<file path="src/rtl/bba_pkg.sv">
// Shared types and constants of the buddy block allocator core.
// Depends on nothing; the controller, datapath and top level refer to it by scoped names.
package bba_pkg;

  // Fixed field widths of the stream payload.
  localparam int SIZE_W      = 6;
  localparam int OFFSET_W    = 31;
  localparam int STATUS_W    = 3;
  localparam int IN_TDATA_W  = 40;
  localparam int OUT_TDATA_W = 32;

  // Operation selector carried in the input tuser.
  localparam logic FUNC_ALLOC = 1'b0;
  localparam logic FUNC_FREE  = 1'b1;

  typedef enum logic [STATUS_W-1:0] {
    ST_ALLOCATED = 3'd0,
    ST_TOO_SMALL = 3'd1,
    ST_NONE_FREE = 3'd2,
    ST_FREED     = 3'd3,
    ST_NULL_FREE = 3'd4,
    ST_BAD_ORDER = 3'd5
  } status_t;

  typedef enum logic [2:0] {
    S_IDLE,
    S_CHECK,
    S_SEARCH,
    S_POP,
    S_SPLIT,
    S_FREE,
    S_DONE
  } state_t;

  // Commands from the controller to the datapath.
  typedef struct packed {
    logic    load;
    logic    step_up;
    logic    pop_rd;
    logic    pop_wr;
    logic    split;
    logic    free_wr;
    logic    out_load;
    status_t status;
  } dp_cmd_t;

  // Status from the datapath to the controller.
  typedef struct packed {
    logic is_free;
    logic present;
    logic size_small;
    logic size_big;
    logic head_nz;
    logic lst_zero;
    logic split_more;
    logic last_split;
    logic out_room;
  } dp_stat_t;

endpackage

</file>
<file path="src/rtl/bba_ctrl.sv">
// Controller state machine of the buddy block allocator core.
// Depends on bba_pkg for the state, status, command and status-bundle types.
module bba_ctrl (
  input  logic              clk,
  input  logic              rst,
  input  logic              s_axis_tvalid,
  output logic              s_axis_tready,
  input  bba_pkg::dp_stat_t stat,
  output bba_pkg::dp_cmd_t  cmd
);

  bba_pkg::state_t  state, state_next;
  bba_pkg::status_t result, result_next;

  always_ff @(posedge clk) begin
    if (rst) begin
      state  <= bba_pkg::S_IDLE;
      result <= bba_pkg::ST_ALLOCATED;
    end else begin
      state  <= state_next;
      result <= result_next;
    end
  end

  always_comb begin
    state_next    = state;
    result_next   = result;
    cmd           = '0;
    s_axis_tready = 1'b0;
    unique case (state)
      bba_pkg::S_IDLE: begin
        s_axis_tready = 1'b1;
        if (s_axis_tvalid) begin
          cmd.load   = 1'b1;
          state_next = bba_pkg::S_CHECK;
        end
      end
      bba_pkg::S_CHECK: begin
        if (stat.is_free) begin
          if (!stat.present) begin
            result_next = bba_pkg::ST_NULL_FREE;
            state_next  = bba_pkg::S_DONE;
          end else if (stat.size_small || stat.size_big) begin
            result_next = bba_pkg::ST_BAD_ORDER;
            state_next  = bba_pkg::S_DONE;
          end else begin
            state_next = bba_pkg::S_FREE;
          end
        end else if (stat.size_small) begin
          result_next = bba_pkg::ST_TOO_SMALL;
          state_next  = bba_pkg::S_DONE;
        end else if (stat.size_big) begin
          result_next = bba_pkg::ST_NONE_FREE;
          state_next  = bba_pkg::S_DONE;
        end else begin
          state_next = bba_pkg::S_SEARCH;
        end
      end
      bba_pkg::S_SEARCH: begin
        if (stat.head_nz) begin
          cmd.pop_rd = 1'b1;
          state_next = bba_pkg::S_POP;
        end else if (stat.lst_zero) begin
          result_next = bba_pkg::ST_NONE_FREE;
          state_next  = bba_pkg::S_DONE;
        end else begin
          cmd.step_up = 1'b1;
        end
      end
      bba_pkg::S_POP: begin
        cmd.pop_wr = 1'b1;
        if (stat.split_more) begin
          state_next = bba_pkg::S_SPLIT;
        end else begin
          result_next = bba_pkg::ST_ALLOCATED;
          state_next  = bba_pkg::S_DONE;
        end
      end
      bba_pkg::S_SPLIT: begin
        cmd.split = 1'b1;
        if (stat.last_split) begin
          result_next = bba_pkg::ST_ALLOCATED;
          state_next  = bba_pkg::S_DONE;
        end
      end
      bba_pkg::S_FREE: begin
        cmd.free_wr = 1'b1;
        result_next = bba_pkg::ST_FREED;
        state_next  = bba_pkg::S_DONE;
      end
      bba_pkg::S_DONE: begin
        if (stat.out_room) begin
          cmd.out_load = 1'b1;
          state_next   = bba_pkg::S_IDLE;
        end
      end
      default: begin
        state_next = bba_pkg::S_IDLE;
      end
    endcase
    cmd.status = result;
  end

endmodule

</file>
<file path="config.mk">
export PLATFORM = sky130hd
export DESIGN_NAME = bba_ctrl
export DESIGN_NICKNAME = d
export VERILOG_FILES = /design/src/rtl/bba_pkg.sv /design/src/rtl/bba_ctrl.sv
export SDC_FILE = /design/constraint.sdc
export NUM_CORES = 1
export LEC_CHECK = 0
export ABC_CLOCK_PERIOD_IN_PS = 2350
export BUFFER_PORTS_ARGS = -buffer_cell sky130_fd_sc_hd__buf_4
export CAP_MARGIN = 10
export CORE_AREA = 2 2 39 41
export CTS_CLUSTER_SIZE = 10
export DETAILED_ROUTE_END_ITERATION = 10
export DIE_AREA = 0 0 41 43
export GPL_TIMING_DRIVEN = 0
export HOLD_SLACK_MARGIN = 0.08
export PLACE_DENSITY = 0.75
export SLEW_MARGIN = 30
export SYNTH_ARGS = -nofsm -noshare
export SYNTH_HDL_FRONTEND = slang
export SYNTH_SLANG_ARGS = --single-unit
</file>
<file path="constraint.sdc">
create_clock -name clk -period 2.35 [get_ports clk]
set_clock_uncertainty 0.2 [all_clocks]
set_input_delay 0.1175 -clock clk [delete_from_list [all_inputs] [get_ports clk]]
set_output_delay 0.1175 -clock clk [all_outputs]
set_load 0.02 [all_outputs]
</file>
; ---- After elaboration in Yosys (flattened, before gate mapping)
; Cells that the tools add are included.
[totals]
mem_bits_ro = 0
mem_count = 0
ram_bits = 0
output_inout_bits = 11
latchBits = 0
word_cells = 56
inputBits = 12
register_bits = 6
[classes]
n_lt_le_gt_ge = 0
muxes = 34
n_shift = 0
add_sub_neg = 0
n_div = 0
n_eq_ne = 15
n_reduce_logical = 5
n_mul = 0
bitwise = 0
[op_table]
columns = cell, n
row1 = 3-bit 2-to-1 mux, 17
row2 = 3-bit one-hot mux with 7 select lines, 1
row3 = 3-bit one-hot mux with 5 select lines, 1
row4 = 2-bit != test (second input constant), 6
row5 = 1-bit 2-to-1 mux, 11
row6 = 3-bit == test (second input constant), 3
row7 = 2-bit 2-to-1 mux, 4
row8 = 4-bit != test (second input constant), 2
row9 = 7-bit AND reduction, 1
row10 = 3-bit by 2-bit == test with 1-bit output (second input constant), 2
row11 = 5-bit nonzero test, 1
row12 = 4-bit AND reduction, 1
row13 = 3-bit by 1-bit == test with 1-bit output (second input constant), 1
row14 = 3-bit logical NOT, 1
row15 = 3-bit != test (second input constant), 1
row16 = 1-bit logical OR, 1

; ---- Logic depth before layout (Yosys ltp)
[logic_depth]
word_depth = 5
mapped_depth = 6

; ---- Least setup slack after synthesis
; Ideal clock, no wire load.
[synth_path]
path_kind = register to output
start = reg state[2]
end = out cmd[9] (netlist bit)
t_arrival_ns = 1.448
path_buffers = 2
path_stages_with_launch = 5
t_required_ns = 2.033
setup_slack_ns = 0.584
cell_sequence = dfxtp_1 buf_2 buf_2 nor3_1 and2_1
[synth_rtl]
columns = element, line_no
row1 = start: declaration, bba_ctrl.sv:12  ; bba_pkg::state_t state, state_next;
row2 = start signal: assignment, bba_ctrl.sv:17  ; state <= bba_pkg::S_IDLE;
row3 = start signal: assignment, bba_ctrl.sv:20  ; state <= state_next;
row4 = end: declaration, bba_ctrl.sv:9  ; output bba_pkg::dp_cmd_t cmd

; ---- Final worst setup path
[layout_path]
start = reg state[1]
end = reg state[2]
[layout_between]
elab_chain_len = 3
word_cells_on_any_way = 13
classes_between = eq/ne: 10 / mux: 1 / reduce/logical: 2
[layout_lines]
columns = element, line_no
row1 = "3-bit by 2-bit == test with 1-bit output, or another cell as far along", bba_ctrl.sv:30  ; unique case (state)
row2 = 3-bit != test (no line) / 2-bit != test (equally long branches), -
row3 = 4-bit AND reduction (no line), -
; Parallel ways exist; a longest one is shown, timed or not.
; A chain may end at the register's enable or synchronous reset.

==> flow_summary_export.csv <==
group,metric,value,unit
final_layout,final_core_util,59.4,%
routing,drc,0,
routing,dr.pass1.iters,4,
yosys,avgSynthCellArea,7.60,um^2
worst_setup_path,start_kind,"flop",
floorplan,die_y,43,um
final_layout,drive_gt1_share,35.0,%
final_layout,final_cells,119,
cts,cts_inserted_buffers,3,
sta,slew_headroom,77.8,%
final_layout,final_cell_area,822,um^2
floorplan,fp-row-count,14,
sta,rsz0062_at_grt,"false",
worst_setup_path,path_class,"reg -> reg",
status,outcome,"finished clean",
yosys,synth_area_leaders,"dfxtp_1 (23%), nand2b_1 (8.2%), a21oi_1 (6.6%)",
hold_path,hp-start,"stat[0]",
floorplan,pin_count,23,
routing,initialDrtViolationCount,12,
yosys,synth_compound_area_share,20.7,%
yosys,synth_cell_type_count,27,
final_layout,area_growth,54.6,%
flow_run,maxCapViolations,0,
sta,hold_violations,0,
floorplan,initial_core_util,38.4,%
yosys,synthCells,70,
routing,ant_nets,0,
place,placement.io_buffers,21,
grt,grt_pass1_wl,2.33,mm
cts,clk_pin_slew_worst_paths,50,ps
worst_setup_path,cp.arrival,2110,ps
final_layout,diodes,0,
place,place.gp.congestion,0.779,
worst_setup_path,rr_worst_depth,7,
grt,antenna_found_initial,0,
hold_path,hold-path-cell-count,4,
yosys,ys_ff_latch,6,
power_and_ir_drop,power,0.921,mW
sta,tightestPinTransition,331,ps
yosys,synth_mux_area_share,11.3,%
sta,slew_violations,0,
routing,vias,622,
grt,grt_max_degree,11,
routing,wl_per_cell,12.5,um
worst_setup_path,r2r_slack,240,ps
power_and_ir_drop,leakagePower,0.381,nW
floorplan,coreArea,1380,um^2
yosys,synth_top_family_by_area,"simple AND/OR/NAND/NOR gates",
place,numPlacedInstances,107,
power_and_ir_drop,ir_drop,0.000408,V
cts,post_cts_buffers,0,
cts,numClockSinks,6,
sta,finalSetupTns,0,ps
worst_setup_path,endpoint_kind,"flop",
yosys,synthAdderAreaFrac,0,%
worst_setup_path,worstPathRequired,2350,ps
yosys,synth.top_cell.area_share,22.6,%
sta,period_minus_slack,2110,ps
place,dp_hpwl,1.07,mm
hold_path,hold_path_end,"state[1]$_SDFFE_PP0P_",
hold_path,hold_class,"in -> reg",
grt,grt_pass1_vias,564,
cts,tritoncts,"built",
cts,clock_latency,250,ps
cts,clock_path_buffers,2,
cts,htreeDepth,1,
grt,grt_util_all_layers,19.2,%
yosys,synth_xor_area_share,0,%
yosys,synth_top_area_cell,"dfxtp_1",
cts,post_cts_resized,0,
yosys,synth-simple-area-share,36.9,%
worst_setup_path,critPathMaxFanout,10,
place,dp_slack,655,ps
routing,vias_per_cell,5.23,
yosys,yosysWarnings,0,
cts,root_buffer,"clkbuf_4",
yosys,syn_nets,82,
sta,fin_ws,240,ps
grt,grt_overflow_total,0,
power_and_ir_drop,power_density,1120,nW/um^2
floorplan,die_x,41,um
sta,finalSetupViolCount,0,
routing,wl,1.49,mm
sta,fmax,474,MHz
worst_setup_path,cp-startpoint,"state[1]$_SDFFE_PP0P_",
sta,fin_crit_sh,89.8,%
yosys,seq_area_frac_synth,22.6,%
floorplan,die_area,1760,um^2
yosys,syn_area,532,um^2
sta,fin_hold_ws,99.4,ps
worst_setup_path,rr_startpoint,"state[1]$_SDFFE_PP0P_",
place,place_area,709,um^2
final_layout,layout.nets,117,
worst_setup_path,reg2reg_to,"state[2]$_SDFFE_PP0P_",
## layout by cell type (no fill, tap or decap), types with 2 or more instances in the layout
cell type	count
nand2_1	3
nor3_1	4
buf_2	3
clkbuf_4	3
mux2_4	2
o21ai_0	4
dfxtp_1	6
a21oi_1	7
nor4_1	5
mux2i_1	3
dlygate4sd3_1	9
nor2_1	8
nand2b_1	7
nor2b_1	2
buf_4	23
## worst max-delay path by stage
| stage | to | slack [ps] | cells past startpoint |
|---|---|---|---|
| after floorplan | cmd[9] | 580 | 4 |
| after global placement | result[1]$_SDFFE_PP0P_ | 670 | 5 |
| after detailed placement | result[1]$_SDFFE_PP0P_ | 660 | 5 |
| after CTS | state[2]$_SDFFE_PP0P_ | 280 | 7 |
| after global routing | state[0]$_SDFFE_PP0P_ | 120 | 6 |
| final | state[2]$_SDFFE_PP0P_ | 240 | 7 |
## what timing repair did
action | 4_1_cts | 5_1_grt
hold endpoints to repair | 5 | 0
hold buffers | 9 | 0
setup endpoints to repair | 0 | 0
## kinds of logic after synthesis
logic type | Yosys count
and+or+nand+nor | 35
DFF | 6
AOI/OAI and AO/OA | 17
buffers and inverters | 7
muxes | 5
## area by class of cell
cell class	count	area (um^2)
Sequential cell	6	120
Tap cell	16	20.0
Timing Repair Buffer	30	248
Clock buffer	3	22.5
Buffer	6	41.3
Fill cell	128	562
Inverter	1	3.75
Multi-Input combinational cell	57	367
## synthesized netlist by cell type
| master | number |
|---|---|
| nor2_1 | 8 |
| a21oi_1 | 7 |
| nand2b_1 | 7 |
| dfxtp_1 | 6 |
| nor4_1 | 5 |
| nor3_1 | 4 |
| o21ai_0 | 4 |
| buf_2 | 3 |
| mux2i_1 | 3 |
| nand2_1 | 3 |
| buf_4 | 2 |
| mux2_4 | 2 |
| nor2b_1 | 2 |
| a21oi_2 | 1 |
| a311o_1 | 1 |
| and2_1 | 1 |
| and4_1 | 1 |
| buf_6 | 1 |
| inv_1 | 1 |
| nand4b_1 | 1 |
| nor3_2 | 1 |
| nor3b_1 | 1 |
| o21bai_1 | 1 |
| o22a_1 | 1 |
| o22ai_2 | 1 |
| o31ai_1 | 1 |
| or2_2 | 1 |
## critical path, cell delays in order, from the launching register on
cell           delay (ps)
dfxtp_1               330
buf_4                 160
buf_4                 170
nor2_1                 60
o31ai_1               300
a21oi_1               120
nor3_1                170
dlygate4sd3_1         560
## layer usage
layer / global-route usage (%) / wire, um
met1: 23.2 / 684
met2: 31.6 / 714
met3: 4.71 / 78
met4: 6.00 / 10
met5: 0 / 0
## state kept, by name (all words and copies together), names as in the netlist
signal and cells:
result 3, state 3
## power breakdown
part	total [mW]	switching [mW]	leakage, nW	internal [mW]
clock network	0.0986	0.0406	0.0138	0.0580
registers	0.168	0.0215	0.0492	0.147
logic	0.654	0.353	0.318	0.301
Power figures use the tool's default switching activity.
